==> src/rtl/alhm_pkg.sv <==
`timescale 1ns / 1ps
package alhm_pkg;
  localparam int LANES_DEF = 8;
  localparam int FLAP_SLOTS_DEF = 3;
  localparam int STORM_SLOTS_DEF = 4;

  localparam logic [1:0] ST_AVAIL = 2'd0;
  localparam logic [1:0] ST_UNAVAIL = 2'd1;
  localparam logic [1:0] ST_ERROR = 2'd2;

  localparam logic [2:0] HS_OK = 3'd0;
  localparam logic [2:0] HS_NO_DATA = 3'd1;
  localparam logic [2:0] HS_BUS_ERR = 3'd4;
  localparam logic [2:0] HS_HW_FAULT = 3'd5;

  localparam logic [2:0] CFG_FLAP_WIN = 3'd0;
  localparam logic [2:0] CFG_FLAP_MAX = 3'd1;
  localparam logic [2:0] CFG_STORM_WIN = 3'd2;
  localparam logic [2:0] CFG_STORM_THR = 3'd3;
  localparam logic [2:0] CFG_DC_THR = 3'd4;
  localparam logic [2:0] CFG_DC_HOLD = 3'd5;

  typedef struct packed {
    logic load;
    logic compute;
    logic commit;
  } alhm_cmd_t;
endpackage

==> src/rtl/alhm_ctrl.sv <==
`timescale 1ns / 1ps
module alhm_ctrl
  import alhm_pkg::*;
(
  input  logic      clk,
  input  logic      rst_n,
  input  logic      in_valid,
  output logic      in_ready,
  output logic      out_valid,
  input  logic      out_ready,
  output alhm_cmd_t cmd
);
  typedef enum logic [3:0] {
    S_IDLE = 4'b0001,
    S_CALC = 4'b0010,
    S_COMMIT = 4'b0100,
    S_OUT = 4'b1000
  } state_t;

  state_t state_r, state_nxt;

  always_comb begin
    state_nxt = state_r;
    unique case (state_r)
      S_IDLE: if (in_valid) state_nxt = S_CALC;
      S_CALC: state_nxt = S_COMMIT;
      S_COMMIT: state_nxt = S_OUT;
      S_OUT: if (out_ready) state_nxt = S_IDLE;
      default: state_nxt = S_IDLE;
    endcase
  end

  always_ff @(posedge clk) begin
    if (!rst_n) begin
      state_r <= S_IDLE;
    end else begin
      state_r <= state_nxt;
    end
  end

  assign in_ready = (state_r == S_IDLE);
  assign out_valid = (state_r == S_OUT);
  assign cmd.load = in_valid && in_ready;
  assign cmd.compute = (state_r == S_CALC);
  assign cmd.commit = (state_r == S_COMMIT);
endmodule

==> src/rtl/alhm_dp.sv <==
`timescale 1ns / 1ps
module alhm_dp
  import alhm_pkg::*;
#(
  parameter int LANES = LANES_DEF,
  parameter int FLAP_SLOTS = FLAP_SLOTS_DEF,
  parameter int STORM_SLOTS = STORM_SLOTS_DEF,
  localparam int LW = 3
) (
  input  logic              clk,
  input  logic              rst_n,
  input  alhm_cmd_t         cmd,
  input  logic              cfg_we,
  input  logic [2:0]        cfg_index,
  input  logic [21:0]       cfg_wdata,
  input  logic [LW-1:0]     in_lane,
  input  logic              in_mapped,
  input  logic [31:0]       in_now_ms,
  input  logic [2:0]        in_health_status,
  input  logic [1:0]        in_device_state,
  input  logic [31:0]       in_recovery_counter,
  input  logic signed [15:0] in_dc_offset,
  output logic [1:0]        out_new_state,
  output logic              out_health_fail,
  output logic              out_adc_recovered,
  output logic              out_flapping,
  output logic              out_recovery_storm,
  output logic              out_pipeline_stall,
  output logic              out_dc_offset_high
);
  localparam int LIW = (LANES > 1) ? $clog2(LANES) : 1;
  localparam int FCW = $clog2(FLAP_SLOTS + 1);
  localparam int SCW = $clog2(STORM_SLOTS + 1);

  logic [21:0] flap_win_r, storm_win_r;
  logic [1:0] flap_max_r, storm_thr_r;
  logic [14:0] dc_thr_r;
  logic [7:0] dc_hold_r;

  always_ff @(posedge clk) begin
    if (!rst_n) begin
      flap_win_r <= 22'd30000;
      flap_max_r <= 2'd2;
      storm_win_r <= 22'd60000;
      storm_thr_r <= 2'd3;
      dc_thr_r <= 15'd1638;
      dc_hold_r <= 8'd10;
    end else if (cfg_we) begin
      unique case (cfg_index)
        CFG_FLAP_WIN: flap_win_r <= cfg_wdata;
        CFG_FLAP_MAX: flap_max_r <= cfg_wdata[1:0];
        CFG_STORM_WIN: storm_win_r <= cfg_wdata;
        CFG_STORM_THR: storm_thr_r <= cfg_wdata[1:0];
        CFG_DC_THR: dc_thr_r <= cfg_wdata[14:0];
        CFG_DC_HOLD: dc_hold_r <= cfg_wdata[7:0];
        default: ;
      endcase
    end
  end

  logic [31:0] flap_t_r [LANES][FLAP_SLOTS];
  logic [FCW-1:0] flap_c_r [LANES];
  logic [31:0] last_rc_r [LANES];
  logic [31:0] storm_t_r [LANES][STORM_SLOTS];
  logic [SCW-1:0] storm_c_r [LANES];
  logic [7:0] stall_c_r [LANES];
  logic [7:0] dc_c_r [LANES];

  // Latched item.
  logic [LIW-1:0] lane_r;
  logic act_r;
  logic [31:0] now_r, rc_r;
  logic [2:0] hs_r;
  logic [1:0] st_r;
  logic signed [15:0] dc_r;

  always_ff @(posedge clk) begin
    if (cmd.load) begin
      lane_r <= LIW'(in_lane);
      act_r <= in_mapped && (32'(in_lane) < LANES);
      now_r <= in_now_ms;
      rc_r <= in_recovery_counter;
      hs_r <= in_health_status;
      st_r <= in_device_state;
      dc_r <= in_dc_offset;
    end
  end

  // Stage one: read lane state, compute cutoffs and per-slot keep bits.
  logic [31:0] fcut, scut;
  assign fcut = (now_r >= {10'd0, flap_win_r}) ? now_r - {10'd0, flap_win_r} : 32'd0;
  assign scut = (now_r >= {10'd0, storm_win_r}) ? now_r - {10'd0, storm_win_r} : 32'd0;

  logic [31:0] ft_r [FLAP_SLOTS];
  logic [31:0] stt_r [STORM_SLOTS];
  logic [FLAP_SLOTS-1:0] fkeep_r;
  logic [STORM_SLOTS-1:0] skeep_r;
  logic rc_chg_r;
  logic [7:0] stallc_r, dcc_r;

  always_ff @(posedge clk) begin
    if (cmd.compute) begin
      for (int i = 0; i < FLAP_SLOTS; i++) begin
        ft_r[i] <= flap_t_r[lane_r][i];
        fkeep_r[i] <= (32'(i) < 32'(flap_c_r[lane_r])) && (flap_t_r[lane_r][i] >= fcut);
      end
      for (int i = 0; i < STORM_SLOTS; i++) begin
        stt_r[i] <= storm_t_r[lane_r][i];
        skeep_r[i] <= (32'(i) < 32'(storm_c_r[lane_r])) && (storm_t_r[lane_r][i] >= scut);
      end
      rc_chg_r <= rc_r != last_rc_r[lane_r];
      stallc_r <= stall_c_r[lane_r];
      dcc_r <= dc_c_r[lane_r];
    end
  end

  // Stage two: compaction and flags.
  logic fault, changed, fail, recov;
  logic [1:0] st1;
  logic [31:0] fnew [FLAP_SLOTS];
  logic [31:0] snew [STORM_SLOTS];
  logic [FCW-1:0] fcnt;
  logic [SCW-1:0] scnt;
  logic [1:0] st2;
  logic flap, storm, stall, dch, dc_hi;
  logic [7:0] stall_n, dc_n;

  always_comb begin
    fault = (hs_r == HS_BUS_ERR) || (hs_r == HS_HW_FAULT);
    fail = fault && (st_r == ST_AVAIL);
    recov = !fail && (hs_r == HS_OK) && (st_r == ST_UNAVAIL);
    changed = fail || recov;
    st1 = fail ? ST_UNAVAIL : (recov ? ST_AVAIL : st_r);
    fcnt = '0;
    for (int i = 0; i < FLAP_SLOTS; i++) fnew[i] = ft_r[i];
    for (int i = 0; i < FLAP_SLOTS; i++) begin
      if (fkeep_r[i]) begin
        for (int j = 0; j < FLAP_SLOTS; j++) begin
          if (32'(j) == 32'(fcnt)) fnew[j] = ft_r[i];
        end
        fcnt = fcnt + 1'b1;
      end
    end
    if (32'(fcnt) < FLAP_SLOTS) begin
      for (int j = 0; j < FLAP_SLOTS; j++) begin
        if (32'(j) == 32'(fcnt)) fnew[j] = now_r;
      end
      fcnt = fcnt + 1'b1;
    end else begin
      for (int i = 0; i + 1 < FLAP_SLOTS; i++) fnew[i] = fnew[i + 1];
      fnew[FLAP_SLOTS - 1] = now_r;
    end
    scnt = '0;
    for (int i = 0; i < STORM_SLOTS; i++) snew[i] = stt_r[i];
    for (int i = 0; i < STORM_SLOTS; i++) begin
      if (skeep_r[i]) begin
        for (int j = 0; j < STORM_SLOTS; j++) begin
          if (32'(j) == 32'(scnt)) snew[j] = stt_r[i];
        end
        scnt = scnt + 1'b1;
      end
    end
    if (32'(scnt) < STORM_SLOTS) begin
      for (int j = 0; j < STORM_SLOTS; j++) begin
        if (32'(j) == 32'(scnt)) snew[j] = now_r;
      end
      scnt = scnt + 1'b1;
    end else begin
      for (int i = 0; i + 1 < STORM_SLOTS; i++) snew[i] = snew[i + 1];
      snew[STORM_SLOTS - 1] = now_r;
    end
    flap = changed && (32'(fcnt) > 32'(flap_max_r));
    st2 = flap ? ST_ERROR : st1;
    storm = rc_chg_r && (32'(scnt) > 32'(storm_thr_r));
    stall = 1'b0;
    stall_n = 8'd0;
    if ((hs_r == HS_NO_DATA) && (st2 == ST_AVAIL)) begin
      stall = (stallc_r == 8'd0);
      stall_n = (stallc_r != 8'd255) ? stallc_r + 8'd1 : stallc_r;
    end
    dc_hi = 32'(signed'(dc_r)) > signed'({17'd0, dc_thr_r});
    dch = 1'b0;
    dc_n = 8'd0;
    if (dc_hi) begin
      dc_n = dcc_r;
      if (dcc_r != 8'd255) begin
        dc_n = dcc_r + 8'd1;
        dch = ({1'b0, dc_n} == {1'b0, dc_hold_r} + 9'd1);
      end
    end
  end

  always_ff @(posedge clk) begin
    if (!rst_n) begin
      for (int l = 0; l < LANES; l++) begin
        flap_c_r[l] <= '0;
        storm_c_r[l] <= '0;
        last_rc_r[l] <= '0;
        stall_c_r[l] <= '0;
        dc_c_r[l] <= '0;
        for (int i = 0; i < FLAP_SLOTS; i++) flap_t_r[l][i] <= '0;
        for (int i = 0; i < STORM_SLOTS; i++) storm_t_r[l][i] <= '0;
      end
    end else if (cmd.commit && act_r) begin
      if (changed) begin
        flap_c_r[lane_r] <= fcnt;
        for (int i = 0; i < FLAP_SLOTS; i++) flap_t_r[lane_r][i] <= fnew[i];
      end
      if (rc_chg_r) begin
        storm_c_r[lane_r] <= scnt;
        last_rc_r[lane_r] <= rc_r;
        for (int i = 0; i < STORM_SLOTS; i++) storm_t_r[lane_r][i] <= snew[i];
      end
      stall_c_r[lane_r] <= stall_n;
      dc_c_r[lane_r] <= dc_n;
    end
  end

  always_ff @(posedge clk) begin
    if (cmd.commit) begin
      out_new_state <= act_r ? st2 : st_r;
      out_health_fail <= act_r && fail;
      out_adc_recovered <= act_r && recov;
      out_flapping <= act_r && flap;
      out_recovery_storm <= act_r && storm;
      out_pipeline_stall <= act_r && stall;
      out_dc_offset_high <= act_r && dch;
    end
  end
endmodule

==> src/rtl/audio_lane_health_monitor_top.sv <==
`timescale 1ns / 1ps
// Sequence: an accepted check passes through the calc and commit states, and its
// result is then held in the output state until out_ready; the block holds one
// check at a time in a small sequencer and takes no new check until the result goes.
// Reset: synchronous active-low rst_n clears all lane history to zero and loads
// the default configuration values.
module audio_lane_health_monitor_top
  import alhm_pkg::*;
#(
  parameter int LANES = LANES_DEF,
  parameter int FLAP_SLOTS = FLAP_SLOTS_DEF,
  parameter int STORM_SLOTS = STORM_SLOTS_DEF
) (
  input  logic              clk,
  input  logic              rst_n,
  input  logic              cfg_we,
  input  logic [2:0]        cfg_index,
  input  logic [21:0]       cfg_wdata,
  input  logic              in_valid,
  output logic              in_ready,
  input  logic [2:0]        in_lane,
  input  logic              in_mapped,
  input  logic [31:0]       in_now_ms,
  input  logic [2:0]        in_health_status,
  input  logic [1:0]        in_device_state,
  input  logic [31:0]       in_recovery_counter,
  input  logic signed [15:0] in_dc_offset,
  output logic              out_valid,
  input  logic              out_ready,
  output logic [1:0]        out_new_state,
  output logic              out_health_fail,
  output logic              out_adc_recovered,
  output logic              out_flapping,
  output logic              out_recovery_storm,
  output logic              out_pipeline_stall,
  output logic              out_dc_offset_high
);
  alhm_cmd_t cmd;

  // The controller sequences load, compute, commit and result transfer.
  alhm_ctrl u_ctrl (
    .clk(clk), .rst_n(rst_n), .in_valid(in_valid), .in_ready(in_ready),
    .out_valid(out_valid), .out_ready(out_ready), .cmd(cmd)
  );

  // The datapath holds per-lane windows and counters and forms the result.
  alhm_dp #(.LANES(LANES), .FLAP_SLOTS(FLAP_SLOTS), .STORM_SLOTS(STORM_SLOTS)) u_dp (
    .clk(clk), .rst_n(rst_n), .cmd(cmd),
    .cfg_we(cfg_we), .cfg_index(cfg_index), .cfg_wdata(cfg_wdata),
    .in_lane(in_lane), .in_mapped(in_mapped), .in_now_ms(in_now_ms),
    .in_health_status(in_health_status), .in_device_state(in_device_state),
    .in_recovery_counter(in_recovery_counter), .in_dc_offset(in_dc_offset),
    .out_new_state(out_new_state), .out_health_fail(out_health_fail),
    .out_adc_recovered(out_adc_recovered), .out_flapping(out_flapping),
    .out_recovery_storm(out_recovery_storm), .out_pipeline_stall(out_pipeline_stall),
    .out_dc_offset_high(out_dc_offset_high)
  );

  // A check is never taken while a result waits.
  a_excl: assert property (@(posedge clk) disable iff (!rst_n) !(in_ready && out_valid))
    else $error("input ready while result pending");
  // An accepted transfer yields a result after the calc and commit states.
  a_lat: assert property (@(posedge clk) disable iff (!rst_n)
    (in_valid && in_ready) |=> ##2 out_valid)
    else $error("result did not appear");
  // A flapping device always reports the error state.
  a_flap: assert property (@(posedge clk) disable iff (!rst_n)
    (out_valid && out_flapping) |-> (out_new_state == ST_ERROR))
    else $error("flap without error state");
endmodule
==> config.mk <==
export PLATFORM = sky130hd
export DESIGN_NAME = audio_lane_health_monitor_top
export DESIGN_NICKNAME = d
export VERILOG_FILES = /design/src/rtl/alhm_pkg.sv /design/src/rtl/alhm_ctrl.sv /design/src/rtl/alhm_dp.sv /design/src/rtl/audio_lane_health_monitor_top.sv
export SDC_FILE = /design/constraint.sdc
export NUM_CORES = 2
export LEC_CHECK = 0
export ABC_CLOCK_PERIOD_IN_PS = 27100
export BUFFER_PORTS_ARGS = -buffer_cell sky130_fd_sc_hd__buf_2
export CORE_MARGIN = 2
export CORE_UTILIZATION = 57
export DETAILED_ROUTE_END_ITERATION = 12
export MAX_ROUTING_LAYER = met4
export PLACE_DENSITY = 0.81
export SLEW_MARGIN = 0
export SYNTH_ARGS = -nofsm -noshare
export SYNTH_HDL_FRONTEND = slang
export SYNTH_SLANG_ARGS = --single-unit
==> constraint.sdc <==
create_clock -name clk -period 27.1 [get_ports clk]
set_input_delay 0 -clock clk [delete_from_list [all_inputs] [get_ports clk]]
set_output_delay 0 -clock clk [all_outputs]
set_load 0.01 [all_outputs]
# Yosys cells after proc, flatten, opt, wreduce, memory -nomap -nowiden
# Memories as Yosys holds them, arrays and structs flattened. A register that Yosys moved wholly into a read port is not among the register bits.
# Index checks and enable logic that the tools add are counted.
[word_totals] reg_bits=180 mem_bits_rw=2440 inputBits=119 output_inout_bits=10 wordCells=246 mem_count=9
[memory_table] memory="u_dp.storm_t_r" depth=8 word_bits=128 read_ports=1 rd_clocked_by_memory_dff=1 write_ports=8 line_no="alhm_dp.sv:64" rtl="logic [31:0] storm_t_r [LANES][STORM_SLOTS];"
[memory_table] memory="u_dp.flap_t_r" depth=8 word_bits=96 read_ports=1 rd_clocked_by_memory_dff=1 write_ports=8 line_no="alhm_dp.sv:61" rtl="logic [31:0] flap_t_r [LANES][FLAP_SLOTS];"
[memory_table] memory="u_dp.last_rc_r" depth=8 word_bits=32 read_ports=1 rd_clocked_by_memory_dff=1 write_ports=8 line_no="alhm_dp.sv:63" rtl="logic [31:0] last_rc_r [LANES];"
[memory_table] memory="u_dp.stt_r" depth=4 word_bits=32 read_ports=4 rd_clocked_by_memory_dff=0 write_ports=4 line_no="alhm_dp.sv:95" rtl="logic [31:0] stt_r [STORM_SLOTS];"
[memory_table] memory="u_dp.ft_r" depth=3 word_bits=32 read_ports=3 rd_clocked_by_memory_dff=0 write_ports=3 line_no="alhm_dp.sv:94" rtl="logic [31:0] ft_r [FLAP_SLOTS];"
[memory_table] memory="u_dp.dc_c_r" depth=8 word_bits=8 read_ports=1 rd_clocked_by_memory_dff=1 write_ports=8 line_no="alhm_dp.sv:67" rtl="logic [7:0] dc_c_r [LANES];"
[memory_table] memory="3 more memories"
[classes] addsub=12 n_lt_le_gt_ge=21 n_eq_ne=35 n_mux=95 n_reduce_logical=50
[op_table] cell="$mux W32" n=26
[op_table] cell="$mux W128" n=5
[op_table] cell="$mux W96" n=4
[op_table] cell="$ge A32 B32 Y1" n=7
[op_table] cell="$reduce_or A128 Y1" n=1
[op_table] cell="$reduce_or A96 Y1" n=1
[op_table] cell="$ge A32 B22 Y1" n=2
[op_table] cell="$sub A32 B22 Y32" n=2
[op_table] cell="$mux W3" n=17
[op_table] cell="$mux W8" n=6
[op_table] cell="$ne A32 B32 Y1" n=1
[op_table] cell="$reduce_or A32 Y1" n=1
[op_table] cell="$mux W1" n=26
[op_table] cell="$logic_and A1 B1 Y1" n=21
[op_table] cell="$eq A2 B3 Y1 const A" n=6
[op_table] cell="$logic_not A3 Y1" n=6
[op_table] cell="$add A8 B1 Y8 const B" n=2
[op_table] cell="$gt A16 B16 Y1" n=1
[op_table] cell="$mux W2" n=8
[op_table] cell="$ne A8 B8 Y1 const B" n=2
[op_table] cell="$pmux W4 S4" n=1
[op_table] cell="$reduce_or A8 Y1" n=2
[op_table] cell="$reduce_and A2 Y1" n=7
[op_table] cell="$eq A3 B3 Y1 const B" n=4
[op_table] cell="other kinds (33)" n=54

# Depth between registers and ports, before layout
[depth] depth_word=14 ltp_mapped=22 ltp_nobuf=21

# Cells and area by module
# From an unflattened synthesis, not the netlist that was laid out.
[unflattened] cells_unflattened=9030 hier_area_um2=122949.2
[by_module_without_submodules] module="alhm_dp" instances=1 cells_per_inst=9006 area_per_inst_um2=122690.2 seq_area_each_um2=78385.2
[by_module_without_submodules] module="alhm_ctrl" instances=1 cells_per_inst=24 area_per_inst_um2=259.0 seq_area_each_um2=80.1

# Worst setup path before layout
# No wires, ideal clock.
[synth_timing] path_type="flip-flop to flip-flop" startpoint="reg u_ctrl.state_r[1]" endpoint="reg u_ctrl.state_r[2]" setup_ns=0.179 arrival_time_ns=27.321 t_required_ns=26.921 setup_slack_ns=-0.400 path_stages_with_launch=3 n_path_buf=0 cell_sequence="dfxtp_1 -> nor4b_1 -> and2_1"
[synth_between] elab_chain_len=3 word_cells_on_any_way=8
[synth_rtl] item="from (decl)" line_no="alhm_ctrl.sv:20" rtl="state_t state_r, state_nxt;"
[synth_rtl] item="from (signal assigned)" line_no="alhm_ctrl.sv:37" rtl="state_r <= state_nxt;"
[synth_rtl] item="$eq A4 B4 Y1 or $eq A4 B1 Y1 (tied branches)" line_no="alhm_ctrl.sv:24" rtl="unique case (state_r)"
[synth_rtl] item="$ne A2 B1 Y1 (no line) or $ne A2 B2 Y1 (tied branches)"
[synth_rtl] item="$reduce_and A2 Y1 (no line)"
# Several ways; a longest one is shown, not always the timed one.
# A chain may end at the register's enable or synchronous reset.

==> results.yml <==
power:
  netSwitchingPower_mw: 2.407
  totalPowerFinal_mw: 9.607
  peakVddDrop_uv: 75.36
  p_seq_share_pct: 48.8
  p_clk_share_pct: 38.8
  p_int_mw: 7.200
  p_leak_nw: 50.72
  powerDensity_mw_per_mm2: 69.70
  p_comb_share_pct: 12.3
  swShare_pct: 25.05
routing:
  drtIter0Drc: 12898
  totalWireLength_mm: 366.1
  vias: 84193
  drtPass1Iterations: 7
  vias_per_cell: 6.835
  avgRoutedWirePerCell_um: 29.72
  ant_nets: 0
  drc: 0
timing:
  max_freq_mhz: 147.0
  skew_ns: 0.09204
  setup_viol_count_final: 0
  fin_crit_sh_pct: 25.10
  hold_viol: 0
  tns_ns: 0
  rsz0062_at_grt: "no"
  maxSlewViolCount: 4
  worst_hold_slack_ns: 0.08463
  tightest_slew_ns: 1.574
  finalCriticalPeriod_ns: 6.803
  max-slew-margin-rel_pct: -5.923
global_routing:
  grt_usage_pct: 33.87
  grt_max_degree: 161
  antenna_found_initial: 8
  grt_pass1_wl_mm: 536.0
  grt-ovfl-total: 0
  grt_pass1_vias: 85649
logic_synthesis:
  synthesis.nets: 9453
  ys_warn_count: 0
  yosys-top-cells-area: "edfxtp_1 (62%), mux4_2 (9.5%), nor2_1 (6.4%), ha_1 (3.1%), mux2_2 (2.6%)"
  ys_ff_latch: 2639
  ys_seq_area_share_pct: 63.63
  synth_cell_types: 81
  syn-instance-count: 9027
  synth-async-reset-ratio_pct: 0
  synth_edf_count: 2561
  synth_flop_cell: "edfxtp_1"
  synth_top_area_share_pct: 62.37
  netlist_area_mm2: 0.1233
  yosysTopAreaCell: "edfxtp_1"
  avgSynthCellArea_um2: 13.66
cells_and_area:
  nets: 9696
  fin_util_pct: 64.15
  nFillCells: 14221
  layout-area-overhead-vs-synth_pct: 11.77
  drive_above_1_share_pct: 16.86
  instances_no_fill: 12318
job:
  cap_violations: 2
place:
  io_buffers: 128
  place_congestion: 0.9309
  dp.cells: 11577
  dp_hpwl_mm: 196.1
floorplanning:
  fp.dieH_um: 469.1
  dieArea_mm2: 0.2201
  num_rows: 170
  dieWidth_um: 469.1
  ios: 129
  initial_core_util_pct: 57.40
  core_area_mm2: 0.2148
clock_tree:
  cts_max_path_buffers: 4
  htree_levels: 5
  post-cts-setup-buffers: 0
  clkSlewWorstSetupHoldPaths_ns: 0.07
  cts_num_sinks: 2639
  tritoncts: "built"
  clk_latency_ns: 0.97
  ctsRootBufferMaster: "clkbuf_16"
  cts_buffers: 285
  ctsResizeCount: 0
hold_path:
  hp-class: "in -> reg"
setup_path:
  end_kind: "flip-flop"
  cp_max_fo: 46
  start_kind: "flip-flop"
  worstPathRequired_ns: 27.73
  ff2ff_setup_slack_ns: 20.30
  crit_arrival_ns: 7.43
  path_class: "reg -> reg"
status:
  status: "finished with violations"
  failed_checks: "capacitance limit, slew limit"
## worst paths after layout
path,from,endpoint,depth (start not counted)
worst max-delay path,flip-flop,u_dp.skeep_r[0]$_DFFE_PN_,13
worst min-delay path,cfg_wdata[21],u_dp.storm_win_r[21]$_SDFFE_PN0P_,4
worst max register to register,flip-flop,u_dp.skeep_r[0]$_DFFE_PN_,13
worst min register to register,u_dp.flap_win_r[11]$_SDFFE_PN0P_,u_dp.flap_win_r[11]$_SDFFE_PN0P_,2
## metrics by stage
stage          area (um2)  setup slack (ns)
5_1_grt            137800             19.69
3_3_place_gp       126700             20.19
6_report           137800             20.30
4_1_cts            137800             20.14
2_1_floorplan      123300             12.36
3_5_place_dp       126700             20.16
## routing by layer
layer,vias to the layer above,global-route usage [%],wire length [um]
met5,-,-,0
met4,0,19.21,24430
met3,1716,8.212,51260
met2,7486,51.30,169100
met1,41066,42.00,121300
li1,33925,-,-
## synthesized netlist by cell type (all sizes together), types with 44 or more instances
cell type / instances
clkbuf: 353
mux2: 287
a21o: 86
o211ai: 63
and2: 271
inv: 98
edfxtp: 2561
mux2i: 243
mux4: 522
a22oi: 64
nor3: 67
a21oi: 235
xor2: 59
o21ai: 239
nand4: 66
nand2: 597
nand3: 110
a21boi: 47
xnor2: 44
ha: 305
dfxtp: 78
a211oi: 48
buf: 215
nor2: 2115
## placed cells by master, fill, tap and decap left out, types with 98 or more instances in the layout
cell,Yosys,final
o21ai_0,158,158
ha_1,305,302
a21oi_1,235,235
clkbuf_16,0,293
dlygate4sd3_1,0,244
inv_1,98,98
mux2i_1,243,243
buf_4,11,145
buf_2,147,127
mux4_2,522,522
nand2_1,597,561
and2_1,270,268
nand3_1,107,105
mux2_2,287,286
edfxtp_1,2561,2561
nor2_1,2115,2114
## worst max-delay path: stages, from the launching register on
cell and delay [ns]:
dfxtp_4 0.75, buf_4 0.72, buf_4 0.81, buf_4 0.80, buf_4 0.86, mux4_2 0.60
mux2_2 0.29, ha_1 0.31, a21o_1 0.19, a21o_1 0.18, a21oi_1 0.13, o21ai_0 0.19
a2111oi_0 0.40, a221oi_1 0.13
## cells by family (layout without fill, tap and decap cells)
kind of cell / after synthesis / in the layout / synth area share [%]
multiplexers: 1052 / 1052 / 14.13
other: 0 / 14 / 0
AND/OR/NAND/NOR: 3372 / 3372 / 11.51
AO/OA/AOI/OAI: 888 / 888 / 4.645
adder cells (fa/ha/maj): 307 / 307 / 3.127
flip-flops: 2639 / 2639 / 63.63
buffers and inverters: 666 / 1105 / 2.228
XOR/XNOR: 103 / 103 / 0.7316
## power groups by stage
stage                     sequential, mW  clock, mW  combinational (mW)
after floorplan                     4.75          0               0.758
after global placement              4.76          0                1.08
after detailed placement            4.77          0                1.10
after CTS                           4.68       3.70                1.14
after global routing                4.70       3.87                1.24
final                               4.69       3.73                1.18
## sequential cells by signal, indices dropped and copies added (netlist names), 8 cells and up, named ones only
register,flops
u_dp.flap_t_r,768
u_dp.dcc_r,8
u_dp.flap_win_r,22
u_dp.storm_win_r,22
u_dp.ft_r,96
u_dp.stall_c_r,64
u_dp.dc_hold_r,8
u_dp.flap_c_r,16
u_dp.now_r,32
u_dp.dc_c_r,64
u_dp.storm_c_r,24
u_dp.last_rc_r,256
u_dp.stallc_r,8
u_dp.dc_thr_r,15
u_dp.rc_r,32
u_dp.storm_t_r,1024
u_dp.stt_r,128
u_dp.dc_r,16
## area by class of cell
type                            count  area [um2]  area share, %
Sequential cell                  2639       78480          56.94
Timing Repair Buffer              524        4327          3.139
Antenna cell                       14       35.03        0.02542
Clock inverter                    119       958.4         0.6954
Multi-Input combinational cell   5722       42460          30.81
Clock buffer                      364        7639          5.543
Tap cell                         2838        3551          2.577
Inverter                           98       367.9         0.2669
## repair_timing
action                                 CTS  global route
setup endpoints to repair                0             0
endpoints found under the hold margin  218             0
hold buffers                           244             0
Power figures use the tool's default switching activity.
